--- config.mk ---
export PLATFORM = sky130hd
export DESIGN_NAME = downmix_linear_resampler_flat
export DESIGN_NICKNAME = d
export VERILOG_FILES = /design/src/rtl/dlr_pkg.sv /design/src/rtl/dlr_if.sv /design/src/rtl/downmix_linear_resampler.sv /design/src/rtl/dlr_front.sv /design/src/rtl/dlr_queue.sv /design/src/rtl/dlr_back.sv /design/src/flat_wrapper.sv
export SDC_FILE = /design/constraint.sdc
export NUM_CORES = 2
export LEC_CHECK = 0
export BUFFER_PORTS_ARGS = -buffer_cell sky130_fd_sc_hd__buf_2
export CORE_ASPECT_RATIO = 1.25
export CORE_MARGIN = 5
export CORE_UTILIZATION = 51
export CTS_CLUSTER_DIAMETER = 100
export DETAILED_ROUTE_END_ITERATION = 7
export PLACE_DENSITY = 0.68
export SYNTH_ARGS = -nofsm -noshare
export SYNTH_HDL_FRONTEND = slang
export SYNTH_SLANG_ARGS = --single-unit
export TNS_END_PERCENT = 1
--- constraint.sdc ---
create_clock -name i_clk -period 16.9 [get_ports i_clk]
set_clock_uncertainty 0.05 [all_clocks]
set_input_delay 3.38 -clock i_clk [delete_from_list [all_inputs] [get_ports i_clk]]
set_output_delay 3.38 -clock i_clk [all_outputs]
set_load 0.01 [all_outputs]
--- src/rtl/dlr_pkg.sv ---
// ----------------------------------------------------------------------------
// dlr_pkg
// shared constants, types and lookup functions of the downmix resampler
// ----------------------------------------------------------------------------
package dlr_pkg;

    localparam int MAX_CHANNELS    = 8;
    localparam int WINDOW_SIZE     = 1024;
    localparam int PHASE_FRAC_BITS = 24;
    localparam int MAX_OUT         = 6;

    localparam int SAMPLE_W   = 24;
    localparam int CHAN_W     = 4;
    localparam int PHASE_W    = 27;
    localparam int CFG_DATA_W = 27;
    localparam int CFG_IDX_W  = 1;

    // phase accumulator carries one bit above the increment width
    localparam int ACC_W      = PHASE_W + 1;

    localparam int SUM_W       = SAMPLE_W + $clog2(MAX_CHANNELS);
    localparam int MAG_W       = SUM_W;
    localparam int RECIP_SHIFT = SUM_W + $clog2(MAX_CHANNELS);
    localparam int RECIP_W     = RECIP_SHIFT + 1;
    localparam int DIV_PROD_W  = MAG_W + RECIP_W;

    localparam int DIFF_W      = SAMPLE_W + 1;
    localparam int INT_PROD_W  = 2 * DIFF_W;
    localparam int WPOS_W      = $clog2(WINDOW_SIZE);
    localparam int OCNT_W      = $clog2(MAX_OUT + 1);

    localparam int QDEPTH = 2;
    localparam int QPTR_W = $clog2(QDEPTH);
    localparam int QCNT_W = $clog2(QDEPTH + 1);

    localparam logic [PHASE_W-1:0] PHASE_ONE = PHASE_W'(64'd1 << PHASE_FRAC_BITS);
    localparam logic [WPOS_W-1:0]  WPOS_LAST = WPOS_W'(WINDOW_SIZE - 1);

    localparam logic [CHAN_W-1:0]  CHANNEL_COUNT_RESET   = CHAN_W'(2);
    localparam logic [PHASE_W-1:0] PHASE_INCREMENT_RESET = PHASE_W'(16777216);

    localparam longint unsigned RECIP_ONE = 64'd1 << RECIP_SHIFT;

    localparam logic [CFG_IDX_W-1:0] REG_CHANNEL_COUNT   = CFG_IDX_W'(0);
    localparam logic [CFG_IDX_W-1:0] REG_PHASE_INCREMENT = CFG_IDX_W'(1);

    typedef struct packed {
        logic                       valid;
        logic signed [SAMPLE_W-1:0] mono;
    } t_push;

    typedef struct packed {
        logic                       avail;
        logic signed [SAMPLE_W-1:0] mono;
    } t_q_out;

    typedef struct packed {
        logic               restart;
        logic [PHASE_W-1:0] phase_inc;
    } t_cfg;

    function automatic logic [CHAN_W-1:0] clamp_nch(input logic [CHAN_W-1:0] cc);
        logic [CHAN_W-1:0] n;
        n = cc;
        if (cc == '0) begin
            n = CHAN_W'(1);
        end else if (cc > CHAN_W'(MAX_CHANNELS)) begin
            n = CHAN_W'(MAX_CHANNELS);
        end
        return n;
    endfunction

    // ceil(2^RECIP_SHIFT / n), exact quotient for every reachable sum
    function automatic logic [RECIP_W-1:0] recip(input logic [CHAN_W-1:0] n);
        logic [RECIP_W-1:0] r;
        case (n)
            4'd1:    r = RECIP_W'(RECIP_ONE);
            4'd2:    r = RECIP_W'(RECIP_ONE / 64'd2);
            4'd3:    r = RECIP_W'((RECIP_ONE + 64'd2) / 64'd3);
            4'd4:    r = RECIP_W'(RECIP_ONE / 64'd4);
            4'd5:    r = RECIP_W'((RECIP_ONE + 64'd4) / 64'd5);
            4'd6:    r = RECIP_W'((RECIP_ONE + 64'd5) / 64'd6);
            4'd7:    r = RECIP_W'((RECIP_ONE + 64'd6) / 64'd7);
            4'd8:    r = RECIP_W'(RECIP_ONE / 64'd8);
            default: r = RECIP_W'(RECIP_ONE);
        endcase
        return r;
    endfunction

endpackage

--- src/rtl/dlr_if.sv ---
// ----------------------------------------------------------------------------
// dlr_if
// valid/ready channels for multichannel frames and mono output samples
// ----------------------------------------------------------------------------
interface dlr_in_if;
    logic                                valid;
    logic                                ready;
    logic signed [dlr_pkg::SAMPLE_W-1:0] chan0_sample;
    logic signed [dlr_pkg::SAMPLE_W-1:0] chan1_sample;
    logic signed [dlr_pkg::SAMPLE_W-1:0] chan2_sample;
    logic signed [dlr_pkg::SAMPLE_W-1:0] chan3_sample;
    logic signed [dlr_pkg::SAMPLE_W-1:0] chan4_sample;
    logic signed [dlr_pkg::SAMPLE_W-1:0] chan5_sample;
    logic signed [dlr_pkg::SAMPLE_W-1:0] chan6_sample;
    logic signed [dlr_pkg::SAMPLE_W-1:0] chan7_sample;

    modport source (
        output valid, chan0_sample, chan1_sample, chan2_sample, chan3_sample,
               chan4_sample, chan5_sample, chan6_sample, chan7_sample,
        input  ready
    );
    modport sink (
        input  valid, chan0_sample, chan1_sample, chan2_sample, chan3_sample,
               chan4_sample, chan5_sample, chan6_sample, chan7_sample,
        output ready
    );
endinterface

interface dlr_out_if;
    logic                                valid;
    logic                                ready;
    logic signed [dlr_pkg::SAMPLE_W-1:0] mono_out;
    logic                                window_end;

    modport source (output valid, mono_out, window_end, input ready);
    modport sink   (input valid, mono_out, window_end, output ready);
endinterface

--- src/rtl/downmix_linear_resampler.sv ---
// ----------------------------------------------------------------------------
// downmix_linear_resampler
// averages the active channels of each frame to mono and resamples the mono
// stream by linear interpolation with a carried fixed-point phase
// path: an accepted frame goes via F_MUL and F_PUSH (held while the queue is full)
//   into the queue, and the front takes no new frame until then; the interpolator
//   forms each of up to 6 samples per frame via B_CHECK and B_EMIT, held on a stall
// reset: synchronous active low; clears state, config to its defaults
// ----------------------------------------------------------------------------
module downmix_linear_resampler (
    input  logic                              i_clk,
    input  logic                              i_rst_n,
    dlr_in_if.sink                            i_frame,
    dlr_out_if.source                         o_mono,
    input  logic                              i_cfg_we,
    input  logic [dlr_pkg::CFG_IDX_W-1:0]     i_cfg_index,
    input  logic [dlr_pkg::CFG_DATA_W-1:0]    i_cfg_data
);

    logic [dlr_pkg::CHAN_W-1:0]  r_channel_count;
    logic [dlr_pkg::PHASE_W-1:0] r_phase_increment;
    logic                        w_idx_ok;
    logic                        w_q_full;
    logic                        w_pop;
    dlr_pkg::t_push              w_push;
    dlr_pkg::t_q_out             w_q_out;
    dlr_pkg::t_cfg               w_cfg;

    always_comb begin
        case (i_cfg_index)
            dlr_pkg::REG_CHANNEL_COUNT:   w_idx_ok = 1'b1;
            dlr_pkg::REG_PHASE_INCREMENT: w_idx_ok = 1'b1;
            default:                      w_idx_ok = 1'b0;
        endcase
    end

    always_ff @(posedge i_clk) begin
        if (!i_rst_n) begin
            r_channel_count   <= dlr_pkg::CHANNEL_COUNT_RESET;
            r_phase_increment <= dlr_pkg::PHASE_INCREMENT_RESET;
        end else if (i_cfg_we) begin
            case (i_cfg_index)
                dlr_pkg::REG_CHANNEL_COUNT: begin
                    r_channel_count <= i_cfg_data[dlr_pkg::CHAN_W-1:0];
                end
                dlr_pkg::REG_PHASE_INCREMENT: begin
                    r_phase_increment <= i_cfg_data[dlr_pkg::PHASE_W-1:0];
                end
                default: begin
                end
            endcase
        end
    end

    assign w_cfg.restart   = i_cfg_we && w_idx_ok;
    assign w_cfg.phase_inc = r_phase_increment;

    dlr_front u_front (
        .i_clk           (i_clk),
        .i_rst_n         (i_rst_n),
        .i_frame         (i_frame),
        .i_channel_count (r_channel_count),
        .i_q_full        (w_q_full),
        .o_push          (w_push)
    );

    dlr_queue u_queue (
        .i_clk   (i_clk),
        .i_rst_n (i_rst_n),
        .i_push  (w_push),
        .i_pop   (w_pop),
        .o_full  (w_q_full),
        .o_out   (w_q_out)
    );

    dlr_back u_back (
        .i_clk   (i_clk),
        .i_rst_n (i_rst_n),
        .i_q     (w_q_out),
        .o_pop   (w_pop),
        .i_cfg   (w_cfg),
        .o_mono  (o_mono)
    );

endmodule

--- src/rtl/dlr_front.sv ---
// ----------------------------------------------------------------------------
// dlr_front
// accepts frames, sums the active channels and divides by the channel count
// ----------------------------------------------------------------------------
module dlr_front (
    input  logic                           i_clk,
    input  logic                           i_rst_n,
    dlr_in_if.sink                         i_frame,
    input  logic [dlr_pkg::CHAN_W-1:0]     i_channel_count,
    input  logic                           i_q_full,
    output dlr_pkg::t_push                 o_push
);

    typedef enum logic [2:0] {
        F_IDLE = 3'b001,
        F_MUL  = 3'b010,
        F_PUSH = 3'b100
    } t_fstate;

    t_fstate r_state, n_state;

    logic signed [dlr_pkg::SAMPLE_W-1:0]   w_chan [dlr_pkg::MAX_CHANNELS];
    logic [dlr_pkg::CHAN_W-1:0]            w_nch;
    logic signed [dlr_pkg::SUM_W-1:0]      w_sum;
    logic [dlr_pkg::MAG_W-1:0]             w_mag;
    logic [dlr_pkg::MAG_W-1:0]             w_q;
    logic                                  w_accept;

    logic [dlr_pkg::MAG_W-1:0]             r_mag;
    logic                                  r_neg;
    logic [dlr_pkg::DIV_PROD_W-1:0]        r_prod;

    assign w_chan[0] = i_frame.chan0_sample;
    assign w_chan[1] = i_frame.chan1_sample;
    assign w_chan[2] = i_frame.chan2_sample;
    assign w_chan[3] = i_frame.chan3_sample;
    assign w_chan[4] = i_frame.chan4_sample;
    assign w_chan[5] = i_frame.chan5_sample;
    assign w_chan[6] = i_frame.chan6_sample;
    assign w_chan[7] = i_frame.chan7_sample;

    assign w_nch = dlr_pkg::clamp_nch(i_channel_count);

    always_comb begin
        w_sum = '0;
        for (int c = 0; c < dlr_pkg::MAX_CHANNELS; c++) begin
            if (c < int'(w_nch)) begin
                w_sum = w_sum + dlr_pkg::SUM_W'(w_chan[c]);
            end
        end
        w_mag = w_sum[dlr_pkg::SUM_W-1] ? dlr_pkg::MAG_W'(-w_sum) : dlr_pkg::MAG_W'(w_sum);
    end

    assign i_frame.ready = (r_state == F_IDLE);
    assign w_accept      = i_frame.valid && (r_state == F_IDLE);

    assign w_q         = r_prod[dlr_pkg::RECIP_SHIFT +: dlr_pkg::MAG_W];
    assign o_push.valid = (r_state == F_PUSH) && !i_q_full;
    assign o_push.mono  = r_neg ? dlr_pkg::SAMPLE_W'(-w_q) : dlr_pkg::SAMPLE_W'(w_q);

    always_comb begin
        n_state = r_state;
        case (r_state)
            F_IDLE: begin
                if (w_accept) begin
                    n_state = F_MUL;
                end
            end
            F_MUL: begin
                n_state = F_PUSH;
            end
            F_PUSH: begin
                if (!i_q_full) begin
                    n_state = F_IDLE;
                end
            end
            default: begin
                n_state = F_IDLE;
            end
        endcase
    end

    always_ff @(posedge i_clk) begin
        if (!i_rst_n) begin
            r_state <= F_IDLE;
        end else begin
            r_state <= n_state;
        end
    end

    always_ff @(posedge i_clk) begin
        if (w_accept) begin
            r_mag <= w_mag;
            r_neg <= w_sum[dlr_pkg::SUM_W-1];
        end
        if (r_state == F_MUL) begin
            r_prod <= dlr_pkg::DIV_PROD_W'(r_mag) * dlr_pkg::DIV_PROD_W'(dlr_pkg::recip(w_nch));
        end
    end

endmodule

--- src/rtl/dlr_queue.sv ---
// ----------------------------------------------------------------------------
// dlr_queue
// short fifo of mono samples between the downmix and the interpolator
// ----------------------------------------------------------------------------
module dlr_queue (
    input  logic            i_clk,
    input  logic            i_rst_n,
    input  dlr_pkg::t_push  i_push,
    input  logic            i_pop,
    output logic            o_full,
    output dlr_pkg::t_q_out o_out
);

    logic signed [dlr_pkg::SAMPLE_W-1:0] r_mem [dlr_pkg::QDEPTH];
    logic [dlr_pkg::QPTR_W-1:0]          r_wr;
    logic [dlr_pkg::QPTR_W-1:0]          r_rd;
    logic [dlr_pkg::QCNT_W-1:0]          r_cnt;
    logic                                w_pop;

    assign o_full      = (r_cnt == dlr_pkg::QCNT_W'(dlr_pkg::QDEPTH));
    assign o_out.avail = (r_cnt != '0);
    assign o_out.mono  = r_mem[r_rd];
    assign w_pop       = i_pop && o_out.avail;

    always_ff @(posedge i_clk) begin
        if (!i_rst_n) begin
            r_wr  <= '0;
            r_rd  <= '0;
            r_cnt <= '0;
        end else begin
            if (i_push.valid) begin
                r_wr <= (r_wr == dlr_pkg::QPTR_W'(dlr_pkg::QDEPTH - 1)) ? '0 : r_wr + 1'b1;
            end
            if (w_pop) begin
                r_rd <= (r_rd == dlr_pkg::QPTR_W'(dlr_pkg::QDEPTH - 1)) ? '0 : r_rd + 1'b1;
            end
            if (i_push.valid && !w_pop) begin
                r_cnt <= r_cnt + 1'b1;
            end else if (w_pop && !i_push.valid) begin
                r_cnt <= r_cnt - 1'b1;
            end
        end
    end

    always_ff @(posedge i_clk) begin
        if (i_push.valid) begin
            r_mem[r_wr] <= i_push.mono;
        end
    end

endmodule

--- src/rtl/dlr_back.sv ---
// ----------------------------------------------------------------------------
// dlr_back
// linear interpolator with carried phase, window counter and output register
// ----------------------------------------------------------------------------
module dlr_back (
    input  logic            i_clk,
    input  logic            i_rst_n,
    input  dlr_pkg::t_q_out i_q,
    output logic            o_pop,
    input  dlr_pkg::t_cfg   i_cfg,
    dlr_out_if.source       o_mono
);

    typedef enum logic [2:0] {
        B_IDLE  = 3'b001,
        B_CHECK = 3'b010,
        B_EMIT  = 3'b100
    } t_bstate;

    t_bstate r_state;

    logic signed [dlr_pkg::SAMPLE_W-1:0]   r_prior;
    logic                                  r_have;
    logic [dlr_pkg::ACC_W-1:0]             r_phase;
    logic [dlr_pkg::WPOS_W-1:0]            r_wpos;
    logic signed [dlr_pkg::SAMPLE_W-1:0]   r_cur;
    logic signed [dlr_pkg::DIFF_W-1:0]     r_diff;
    logic signed [dlr_pkg::INT_PROD_W-1:0] r_prod;
    logic [dlr_pkg::OCNT_W-1:0]            r_cnt;
    logic                                  r_ovalid;
    logic signed [dlr_pkg::SAMPLE_W-1:0]   r_omono;
    logic                                  r_owin;

    logic signed [dlr_pkg::DIFF_W-1:0]     w_frac;
    logic signed [dlr_pkg::INT_PROD_W-1:0] w_y;
    logic                                  w_more;
    logic                                  w_emit;

    assign o_mono.valid      = r_ovalid;
    assign o_mono.mono_out   = r_omono;
    assign o_mono.window_end = r_owin;

    assign o_pop  = (r_state == B_IDLE) && i_q.avail;
    assign w_frac = signed'({1'b0, r_phase[dlr_pkg::PHASE_FRAC_BITS-1:0]});
    assign w_more = (r_phase < dlr_pkg::ACC_W'(dlr_pkg::PHASE_ONE)) &&
                    (r_cnt < dlr_pkg::OCNT_W'(dlr_pkg::MAX_OUT));
    assign w_emit = (r_state == B_EMIT) && (!r_ovalid || o_mono.ready);
    assign w_y    = dlr_pkg::INT_PROD_W'(r_prior) + (r_prod >>> dlr_pkg::PHASE_FRAC_BITS);

    always_ff @(posedge i_clk) begin
        if (!i_rst_n) begin
            r_state  <= B_IDLE;
            r_prior  <= '0;
            r_have   <= 1'b0;
            r_phase  <= '0;
            r_wpos   <= '0;
            r_cnt    <= '0;
            r_ovalid <= 1'b0;
        end else begin
            if (w_emit) begin
                r_ovalid <= 1'b1;
            end else if (o_mono.ready) begin
                r_ovalid <= 1'b0;
            end
            case (r_state)
                B_IDLE: begin
                    if (o_pop) begin
                        if (!r_have) begin
                            r_prior <= i_q.mono;
                            r_have  <= 1'b1;
                        end else begin
                            r_cur   <= i_q.mono;
                            r_diff  <= dlr_pkg::DIFF_W'(i_q.mono) - dlr_pkg::DIFF_W'(r_prior);
                            r_cnt   <= '0;
                            r_state <= B_CHECK;
                        end
                    end
                end
                B_CHECK: begin
                    if (w_more) begin
                        r_prod  <= r_diff * w_frac;
                        r_state <= B_EMIT;
                    end else begin
                        r_phase <= (r_phase >= dlr_pkg::ACC_W'(dlr_pkg::PHASE_ONE)) ?
                                   r_phase - dlr_pkg::ACC_W'(dlr_pkg::PHASE_ONE) : '0;
                        r_prior <= r_cur;
                        r_state <= B_IDLE;
                    end
                end
                B_EMIT: begin
                    if (w_emit) begin
                        r_omono <= w_y[dlr_pkg::SAMPLE_W-1:0];
                        r_owin  <= (r_wpos == dlr_pkg::WPOS_LAST);
                        r_wpos  <= (r_wpos == dlr_pkg::WPOS_LAST) ? '0 : r_wpos + 1'b1;
                        r_cnt   <= r_cnt + 1'b1;
                        r_phase <= r_phase + dlr_pkg::ACC_W'(i_cfg.phase_inc);
                        r_state <= B_CHECK;
                    end
                end
                default: begin
                    r_state <= B_IDLE;
                end
            endcase
            if (i_cfg.restart) begin
                r_phase <= '0;
                r_have  <= 1'b0;
            end
        end
    end

endmodule

--- src/flat_wrapper.sv ---
// flat-port wrapper written by rule: the top's interface ports become plain ports
module downmix_linear_resampler_flat 
  (i_clk, i_rst_n, i_cfg_we, i_cfg_index, i_cfg_data, i_frame_valid, i_frame_chan0_sample, i_frame_chan1_sample, i_frame_chan2_sample, i_frame_chan3_sample, i_frame_chan4_sample, i_frame_chan5_sample, i_frame_chan6_sample, i_frame_chan7_sample, i_frame_ready, o_mono_valid, o_mono_mono_out, o_mono_window_end, o_mono_ready);
  dlr_in_if i_frame_i ();
  dlr_out_if o_mono_i ();
  input  logic i_clk;
  input  logic i_rst_n;
  input  logic i_cfg_we;
  input  logic [dlr_pkg::CFG_IDX_W-1:0] i_cfg_index;
  input  logic [dlr_pkg::CFG_DATA_W-1:0] i_cfg_data;
  input wire logic [$bits(i_frame_i.valid)-1:0] i_frame_valid;
  input wire logic [$bits(i_frame_i.chan0_sample)-1:0] i_frame_chan0_sample;
  input wire logic [$bits(i_frame_i.chan1_sample)-1:0] i_frame_chan1_sample;
  input wire logic [$bits(i_frame_i.chan2_sample)-1:0] i_frame_chan2_sample;
  input wire logic [$bits(i_frame_i.chan3_sample)-1:0] i_frame_chan3_sample;
  input wire logic [$bits(i_frame_i.chan4_sample)-1:0] i_frame_chan4_sample;
  input wire logic [$bits(i_frame_i.chan5_sample)-1:0] i_frame_chan5_sample;
  input wire logic [$bits(i_frame_i.chan6_sample)-1:0] i_frame_chan6_sample;
  input wire logic [$bits(i_frame_i.chan7_sample)-1:0] i_frame_chan7_sample;
  output wire logic [$bits(i_frame_i.ready)-1:0] i_frame_ready;
  output wire logic [$bits(o_mono_i.valid)-1:0] o_mono_valid;
  output wire logic [$bits(o_mono_i.mono_out)-1:0] o_mono_mono_out;
  output wire logic [$bits(o_mono_i.window_end)-1:0] o_mono_window_end;
  input wire logic [$bits(o_mono_i.ready)-1:0] o_mono_ready;
  assign i_frame_i.valid = i_frame_valid;
  assign i_frame_i.chan0_sample = i_frame_chan0_sample;
  assign i_frame_i.chan1_sample = i_frame_chan1_sample;
  assign i_frame_i.chan2_sample = i_frame_chan2_sample;
  assign i_frame_i.chan3_sample = i_frame_chan3_sample;
  assign i_frame_i.chan4_sample = i_frame_chan4_sample;
  assign i_frame_i.chan5_sample = i_frame_chan5_sample;
  assign i_frame_i.chan6_sample = i_frame_chan6_sample;
  assign i_frame_i.chan7_sample = i_frame_chan7_sample;
  assign i_frame_ready = i_frame_i.ready;
  assign o_mono_valid = o_mono_i.valid;
  assign o_mono_mono_out = o_mono_i.mono_out;
  assign o_mono_window_end = o_mono_i.window_end;
  assign o_mono_i.ready = o_mono_ready;
  downmix_linear_resampler u_core (.i_clk(i_clk), .i_rst_n(i_rst_n), .i_frame(i_frame_i), .o_mono(o_mono_i), .i_cfg_we(i_cfg_we), .i_cfg_index(i_cfg_index), .i_cfg_data(i_cfg_data));
endmodule
==> Yosys cells after proc, flatten, opt, wreduce, memory -nomap -nowiden <==
Memories as Yosys holds them, arrays and structs flattened. A register that Yosys moved wholly into a read port is not among the register bits.
Index checks and enable logic that the tools add are counted.
{ "word_totals": {"reg_bits": 312, "ram_bits": 48, "rom_bits": 496, "in_bits": 225, "output_inout_bits": 27, "wordCells": 151, "mem_count": 2} }
{ "classes": {"n_addsub": 19, "multipliers": 2, "n_lt_le_gt_ge": 12, "n_eq_ne": 15, "muxes": 44, "bitwise_logic": 2, "n_reduce_logical": 33} }
{ "mem_list": {"columns": ["name", "words", "word_bits", "rd", "rd_clocked_by_memory_dff", "write_ports", "line", "source"], "rows": [
  ["(no name shown)", 16, 31, 1, 0, 0, "dlr_pkg.sv:76", "case (n)"],
  ["u_core.u_queue.r_mem", 2, 24, 1, 1, 1, "dlr_queue.sv:14", "logic signed [dlr_pkg::SAMPLE_W-1:0] r_mem [dlr_pkg::QDEPTH];"]
]} }
{ "op_table": {"columns": ["op", "n"], "rows": [
  ["27-bit two-way mux", 8],
  ["27-bit by 24-bit adder with 27-bit output", 7],
  ["24-bit two-way mux", 4],
  ["28-bit two-way mux", 3],
  ["28-bit case mux with 2 select lines", 1],
  ["27-bit by 31-bit multiplier with 54-bit output", 1],
  ["25-bit by 25-bit multiplier with 48-bit output", 1],
  ["24-bit case mux with 2 select lines", 1],
  ["31-bit two-way mux", 1],
  ["28-bit by 27-bit adder with 28-bit output", 1],
  ["28-bit by 25-bit greater-or-equal comparator with 1-bit output, second input constant", 1],
  ["28-bit by 25-bit less-than comparator with 1-bit output, second input constant", 1],
  ["28-bit by 25-bit subtractor with 28-bit output, second input constant", 1],
  ["3-bit two-way mux", 9],
  ["27-bit negation", 1],
  ["26-bit two-way mux", 1],
  ["24-bit by 24-bit subtractor with 25-bit output", 1],
  ["24-bit adder", 1],
  ["24-bit negation", 1],
  ["3-bit case mux with 3 select lines", 2],
  ["3-bit by 4-bit less-than comparator with 1-bit output, first input constant", 4],
  ["3-bit AND reduction", 4],
  ["4-bit AND reduction", 3],
  ["2-bit nonzero test", 6],
  ["other kinds (28)", 63]
]} }

==> Logic depth before layout (Yosys ltp) <==
{ "depth": {"depth_word": 21, "ltp_mapped": 83, "depth_no_buf": 73} }

==> Cells and area by module <==
A second synthesis with hierarchy kept.
{ "hier_totals": {"cells_unflattened": 7665, "hier_area_um2": 69305.2} }
{ "by_module_without_submodules": {"columns": ["mod", "n_inst", "cells_per_inst", "area_per_inst_um2", "seq_area_each_um2"], "rows": [
  ["dlr_front", 1, 4189, 35298.9, 1621.6],
  ["dlr_back", 1, 3241, 30768.3, 4344.2],
  ["dlr_queue", 1, 97, 1946.9, 1541.5],
  ["downmix_linear_resampler", 1, 138, 1291.2, 620.6]
]} }

==> Worst setup path after synthesis <==
No wires, ideal clock.
{ "synth_timing": {"kind": "in2reg", "from": "in i_frame_chan0_sample[0]", "to": "reg u_core.u_front.r_mag[10] (netlist name) (data pin)", "setup_ns": 0.260, "t_arrival_ns": 15.211, "t_required_ns": 16.590, "path_slack_ns": 1.379, "path_stages": 58, "n_path_buf": 2, "path_cell_list": "and2_1 > ha_1 > inv_1 > fa_1 > nor2b_1 > o2111ai_1 > a21boi_1 > nor2_1 > a221oi_1 > inv_1 > ha_1 > clkbuf_1 > or3_1 > a2111oi_0 > a311oi_1 > o211ai_1 > ha_1 > nor3_1 > [... 22 more ...] > a21oi_1 > nor2b_1 > a311oi_1 > o21bai_1 > a21o_1 > a21o_1 > a21oi_1 > o21bai_1 > a21oi_1 > xor2_1 > o21ai_0 > ha_1 > or4b_2 > o2111a_1 > xnor3_1 > clkbuf_1 > nor2_1 > xor2_1"} }
{ "synth_between": {"elab_chain_len": 17} }
{ "synth_lines": {"columns": ["item", "line", "source"], "rows": [
  ["start: declaration", "flat_wrapper.sv:12", "input wire logic [$bits(i_frame_i.chan0_sample)-1:0] i_frame_chan0_sample;"],
  ["27-bit two-way mux (*)", "dlr_front.sv:47", "if (c < int'(w_nch)) begin"],
  ["27-bit by 24-bit adder with 27-bit output", "dlr_front.sv:48", "w_sum = w_sum + dlr_pkg::SUM_W'(w_chan[c]);"],
  ["27-bit two-way mux (*)", "dlr_front.sv:47", null],
  ["27-bit by 24-bit adder with 27-bit output", "dlr_front.sv:48", null],
  ["27-bit two-way mux (*)", "dlr_front.sv:47", null],
  ["27-bit by 24-bit adder with 27-bit output", "dlr_front.sv:48", null],
  ["27-bit two-way mux (*)", "dlr_front.sv:47", null],
  ["27-bit by 24-bit adder with 27-bit output", "dlr_front.sv:48", null],
  ["[... 2 more ...]", null, null],
  ["27-bit two-way mux (*)", "dlr_front.sv:47", null],
  ["27-bit by 24-bit adder with 27-bit output", "dlr_front.sv:48", null],
  ["27-bit two-way mux (*)", "dlr_front.sv:47", null],
  ["27-bit by 24-bit adder with 27-bit output", "dlr_front.sv:48", null],
  ["27-bit two-way mux (*)", "dlr_front.sv:47", null],
  ["27-bit negation", "dlr_front.sv:51", "w_mag = w_sum[dlr_pkg::SUM_W-1] ? dlr_pkg::MAG_W'(-w_sum) : dlr_pkg::MAG_W'(w_sum);"],
  ["26-bit two-way mux (*)", "dlr_front.sv:51", null],
  ["named net u_core.u_front.w_mag, one bit", "dlr_front.sv:25", "logic [dlr_pkg::MAG_W-1:0] w_mag;"],
  ["end signal: assignment", "dlr_front.sv:93", "r_mag <= w_mag;"],
  ["end: declaration", "dlr_front.sv:29", "logic [dlr_pkg::MAG_W-1:0] r_mag;"]
]} }
Mark *: on every way through the listed nets, which the timed path passes. The rest lies on a longest branch.
A chain may end at the register's enable or synchronous reset.

==> Final worst setup path <==
{ "layout_timing": {"from": "in i_frame_chan0_sample[0]", "to": "reg u_core.u_front.r_mag[25] (netlist name) (data pin)"} }
The elaborated chain is that of the path after synthesis.

==> flow_summary.html <==
<table>
<tr><th>Metric</th><th>Value</th></tr>
<tr><th colspan="2">Setup path</th></tr>
<tr><td>Critical Path Most Common Cell</td><td>ha_1</td></tr>
<tr><td>Crit Path Class</td><td>in2reg</td></tr>
<tr><td>Startpoint type of the worst setup path</td><td>input pin</td></tr>
<tr><td>Startpoint of the most critical register-to-register path</td><td>u_core.r_channel_count[3]</td></tr>
<tr><td>WP data arrival</td><td>~16000 ps</td></tr>
<tr><td>Top fanout value on the critical path</td><td>23</td></tr>
<tr><td>Reg-to-reg setup timing slack</td><td>about 1600 ps</td></tr>
<tr><td>Cells on worst reg2reg path</td><td>70</td></tr>
<tr><td>Library cell contributing the largest single delay on the critical path</td><td>or4b_2</td></tr>
<tr><td>Reg2Reg Capture Point</td><td>u_core.u_front.r_mag[25]</td></tr>
<tr><td>Endpoint required time on the critical path</td><td>approximately 17000 ps</td></tr>
<tr><td>Crit-path max cell delay</td><td>between 600 and 700 ps</td></tr>
<tr><td>Critical Path End Type</td><td>flop</td></tr>
<tr><th colspan="2">STA</th></tr>
<tr><td>Setup tns final</td><td>0 ps</td></tr>
<tr><td>Portion of the clock cycle consumed by the worst path in the final layout</td><td>0.949</td></tr>
<tr><td>Unrepaired setup endpoints after global routing</td><td>no</td></tr>
<tr><td>Tmin final</td><td>around 16000 ps</td></tr>
<tr><td>Count of final hold-check violations</td><td>0</td></tr>
<tr><td>Maximum clock frequency</td><td>between 60 and 70 MHz</td></tr>
<tr><td>Total of endpoints with negative setup slack in the final report</td><td>0</td></tr>
<tr><td>Headroom to the max-slew limit</td><td>0.177</td></tr>
<tr><td>Final Max Slew Viols</td><td>0</td></tr>
<tr><td>Worst slew pin tran</td><td>roughly 1200 ps</td></tr>
<tr><td>PnR worst setup slack</td><td>between 800 and 900 ps</td></tr>
<tr><th colspan="2">Floorplanning</th></tr>
<tr><td>Row count</td><td>149</td></tr>
<tr><td>Starting utilization of the core area</td><td>0.512</td></tr>
<tr><td>Vert. Die Dim</td><td>between 400 and 500 um</td></tr>
<tr><td>Total I/O pin count</td><td>between 200 and 300</td></tr>
<tr><td>Width of the die</td><td>between 300 and 400 um</td></tr>
<tr><td>Core Area</td><td>132000 um^2</td></tr>
<tr><td>Die area</td><td>approximately 140000 um^2</td></tr>
<tr><th colspan="2">Clocking</th></tr>
<tr><td>Sink Count</td><td>307</td></tr>
<tr><td>TritonCTS clock tree</td><td>done</td></tr>
<tr><td>Clock transition at the registers of the reported paths</td><td>approximately 60 ps</td></tr>
<tr><td>Maximum clock insertion buffer count</td><td>3</td></tr>
<tr><td>H-Tree Level Count</td><td>2</td></tr>
<tr><td>Buffer type at the clock tree root</td><td>clkbuf_16</td></tr>
<tr><td>Post-CTS Hold Buffers</td><td>0</td></tr>
<tr><td>Worst-skew pair later-pin latency</td><td>around 560 ps</td></tr>
<tr><td>Total clock buffers created by CTS</td><td>35</td></tr>
<tr><th colspan="2">Yosys</th></tr>
<tr><td>Post-Syn Area per Cell</td><td>~9.0 um^2</td></tr>
<tr><td>Post-synth EDFFs</td><td>between 150 and 200</td></tr>
<tr><td>Async set-reset flop share out of synthesis</td><td>0</td></tr>
<tr><td>Post-synthesis compound-gate area fraction</td><td>0.106</td></tr>
<tr><td>Yosys warning count</td><td>0</td></tr>
<tr><td>Synth Flop Type</td><td>edfxtp_1</td></tr>
<tr><td>Share of the synthesized netlist area taken by xor and xnor gates</td><td>0.0406</td></tr>
<tr><td>Portion of netlist area occupied by mux cells</td><td>0.0124</td></tr>
<tr><td>Post-Synth Simple-Gate Area</td><td>0.161</td></tr>
<tr><td>Unique cell type count in the Yosys netlist</td><td>93</td></tr>
<tr><td>Synthesized flop and latch total</td><td>a little over 300</td></tr>
<tr><td>Combinational family with the most area after synthesis</td><td>adder cells</td></tr>
<tr><td>Post-synthesis instance total</td><td>between 7000 and 8000</td></tr>
<tr><td>Synth Net Count</td><td>~9500</td></tr>
<tr><td>Adder and majority gate portion of the synthesized area</td><td>0.464</td></tr>
<tr><td>Share of synthesized area occupied by flip-flops and latches</td><td>0.121</td></tr>
<tr><td>Area of the mapped netlist</td><td>about 67000 um^2</td></tr>
<tr><th colspan="2">Routing</th></tr>
<tr><td>Post-DR vias/cell</td><td>between 5 and 6</td></tr>
<tr><td>Post-route DRC violation count</td><td>0</td></tr>
<tr><td>First-pass detailed-route iteration total</td><td>7</td></tr>
<tr><td>DR WL/cell</td><td>about 23 um</td></tr>
<tr><td>DRC violation total after the first TritonRoute iteration</td><td>around 3600</td></tr>
<tr><td>DR vias</td><td>between 50000 and 60000</td></tr>
<tr><td>Post-detailed-route count of antenna-violating nets</td><td>0</td></tr>
<tr><td>Final routed wirelength across all metal layers</td><td>between 200000 and 250000 um</td></tr>
<tr><th colspan="2">Global route</th></tr>
<tr><td>Via count of the first global-routing pass</td><td>roughly 57000</td></tr>
<tr><td>Global Route Usage Sum</td><td>0.309</td></tr>
<tr><td>GRT overflow</td><td>0</td></tr>
<tr><td>Largest net degree at the start of global routing</td><td>81</td></tr>
<tr><td>Antenna violations before repair</td><td>31</td></tr>
<tr><td>Wire length of the first global-routing pass</td><td>331000 um</td></tr>
<tr><th colspan="2">Placement</th></tr>
<tr><td>Total placed cells including tap cells</td><td>around 9400</td></tr>
<tr><td>Number of buffers added on ports</td><td>roughly 250</td></tr>
<tr><td>Final GP Congestion</td><td>between 1 and 1.5</td></tr>
<tr><td>Post-place instance area</td><td>just over 70000 um^2</td></tr>
<tr><td>Setup Slack @ Placement</td><td>between 150 and 200 ps</td></tr>
<tr><td>DP Wirelength</td><td>183000 um</td></tr>
<tr><th colspan="2">Power and ir drop</th></tr>
<tr><td>Power Dens Cells</td><td>about 130 nW/um^2</td></tr>
<tr><td>Max rail drop VDD</td><td>0.177 mV</td></tr>
<tr><td>Lkg Pwr</td><td>approximately 35 nW</td></tr>
<tr><th colspan="2">Layout</th></tr>
<tr><td>Area used by sequential logic in the layout</td><td>roughly 8000 um^2</td></tr>
<tr><td>Fin nets</td><td>9670</td></tr>
<tr><td>Leading cell types in the layout, fill and taps excluded</td><td>inv_1, fa_1, nand2_1</td></tr>
<tr><td>Fin cells</td><td>between 9000 and 10000</td></tr>
<tr><td>Design Area, Final</td><td>approximately 72000 um^2</td></tr>
<tr><td>Synth-to-Final Area Change</td><td>7.59%</td></tr>
<tr><td>Fill cells</td><td>around 12000</td></tr>
<tr><td>Area of the multi-input gates</td><td>~53000 um^2</td></tr>
<tr><td>Commonest non-fill, non-tap cell in the layout</td><td>inv_1</td></tr>
<tr><td>Share of post-route cells with drive strength above 1</td><td>0.0798</td></tr>
<tr><th colspan="2">Outcome</th></tr>
<tr><td>Result of the run</td><td>finished clean</td></tr>
<tr><th colspan="2">Hold path</th></tr>
<tr><td>Worst hold start</td><td>u_core.r_phase_increment[6]</td></tr>
<tr><td>Min-delay worst type</td><td>reg2reg</td></tr>
<tr><td>Worst Hold Endpoint</td><td>u_core.r_phase_increment[6]</td></tr>
<tr><td>Depth of the worst hold-timing path</td><td>2</td></tr>
<tr><th colspan="2">Run</th></tr>
<tr><td>Max-capacitance violation count</td><td>0</td></tr>
</table>
cells by family (layout without fill, tap and decap cells):
logic type	count (synthesis)	after routing
buffers and inverters	1701	1910
DFF	307	307
AOI/OAI and AO/OA	1076	1076
other	0	17
xor gates and xnor gates	309	309
adders and majority gates	1779	1779
muxes	79	79
and+or+nand+nor	2235	2235
synth_stat cells, types with 11 or more instances:
| cell type | number | area, um^2 |
|---|---|---|
| a22oi_1 | 33 | 248 |
| nor4_1 | 13 | 81.3 |
| a41oi_1 | 12 | 105 |
| nor3b_1 | 13 | 97.6 |
| nand2b_1 | 42 | 263 |
| a31oi_1 | 38 | 238 |
| inv_1 | 1401 | 5260 |
| o22ai_1 | 18 | 113 |
| nand3b_1 | 14 | 105 |
| mux2i_1 | 44 | 440 |
| nor2b_1 | 54 | 338 |
| ha_1 | 580 | 7260 |
| or2_2 | 32 | 200 |
| a21boi_0 | 47 | 353 |
| a221oi_1 | 11 | 96.3 |
| o31ai_1 | 33 | 248 |
| xnor2_1 | 210 | 1840 |
| edfxtp_1 | 198 | 5950 |
| nand3_1 | 65 | 325 |
| buf_1 | 11 | 41.3 |
| a21o_1 | 104 | 781 |
| mux2_2 | 35 | 394 |
| fa_1 | 1197 | 24000 |
| nand2_1 | 923 | 3460 |
| and3_1 | 102 | 638 |
| o21a_1 | 65 | 488 |
| a21oi_1 | 253 | 1270 |
| and2_1 | 463 | 2900 |
| a211oi_1 | 50 | 375 |
| nand4_1 | 29 | 181 |
| o211ai_1 | 41 | 308 |
| xor2_1 | 97 | 850 |
| dfxtp_1 | 109 | 2180 |
| or4_1 | 12 | 90.1 |
| nor2_1 | 304 | 1140 |
| clkbuf_1 | 284 | 1070 |
| or3_1 | 41 | 257 |
| nor3_1 | 95 | 475 |
| o21bai_1 | 20 | 150 |
| o21ai_0 | 207 | 1040 |
routing by layer:
layer / vias up / global-route usage / wire [um]
met5: - / 0 / 190
met3: 593 / 0.0440 / 12900
met2: 1912 / 0.551 / 110000
met4: 30 / 0.168 / 14600
met1: 27100 / 0.359 / 80200
li1: 24300 / - / -
metrics by stage:
| stage | power, mW | util | hold slack (ps) |
|---|---|---|---|
| after global placement | 8.44 | 0.541 | 415 |
| after CTS | 9.42 | 0.550 | 428 |
| final | 9.41 | 0.550 | 423 |
| after detailed placement | 8.56 | 0.541 | 418 |
| after global routing | 10.3 | 0.550 | 448 |
| after floorplan | 6.35 | - | 395 |
final cells by class:
class	instances	share of cell area
Timing Repair Buffer	444	0.0375
Antenna cell	17	0.000587
Inverter	1402	0.0726
Multi-Input combinational cell	5478	0.730
Tap cell	1736	0.0300
Sequential cell	307	0.112
Clock buffer	43	0.0128
Clock inverter	21	0.00390
registers in the layout (all words and copies together) (netlist names), 4 cells and up, named ones only:
register,flops
u_core.u_back.r_wpos,10
u_core.u_queue.r_mem,48
u_core.u_back.r_diff,25
u_core.u_front.r_prod,24
u_core.u_back.r_cur,24
u_core.u_back.o_mono.mono_out,24
u_core.u_front.r_mag,27
u_core.u_back.r_prior,24
u_core.u_back.r_prod,24
u_core.u_back.r_phase,28
u_core.r_phase_increment,27
u_core.r_channel_count,4
where the power goes:
group          internal [mW]  switching, mW
clock network          0.462          0.326
registers               1.11          0.227
logic                   3.07           4.21
total                   4.65           4.76
worst max-delay path, delay by kind of cell:
family	cells	cell delay (ps)
compound gates	29	5510
simple gates	18	3220
fa+ha+maj	8	2390
xor+xnor	4	910
buf+inv	5	580
mux	1	250
repair_timing:
item	in CTS	in global routing
resized for setup	0	11
buffers inserted	0	0
setup endpoints to repair	0	27
worst max path at each step:
stage	from	to	depth (start not counted)
after floorplan	i_frame_chan0_sample[0]	u_core.u_front.r_mag[10]	58
after global placement	i_frame_chan0_sample[1]	u_core.u_front.r_mag[23]	61
after detailed placement	i_frame_chan0_sample[1]	u_core.u_front.r_mag[25]	64
after CTS	i_frame_chan0_sample[1]	u_core.u_front.r_mag[25]	64
after global routing	i_frame_chan0_sample[0]	u_core.u_front.r_mag[25]	68
final	i_frame_chan0_sample[0]	u_core.u_front.r_mag[25]	65
Note: power is estimated with default switching activity, not from simulation.
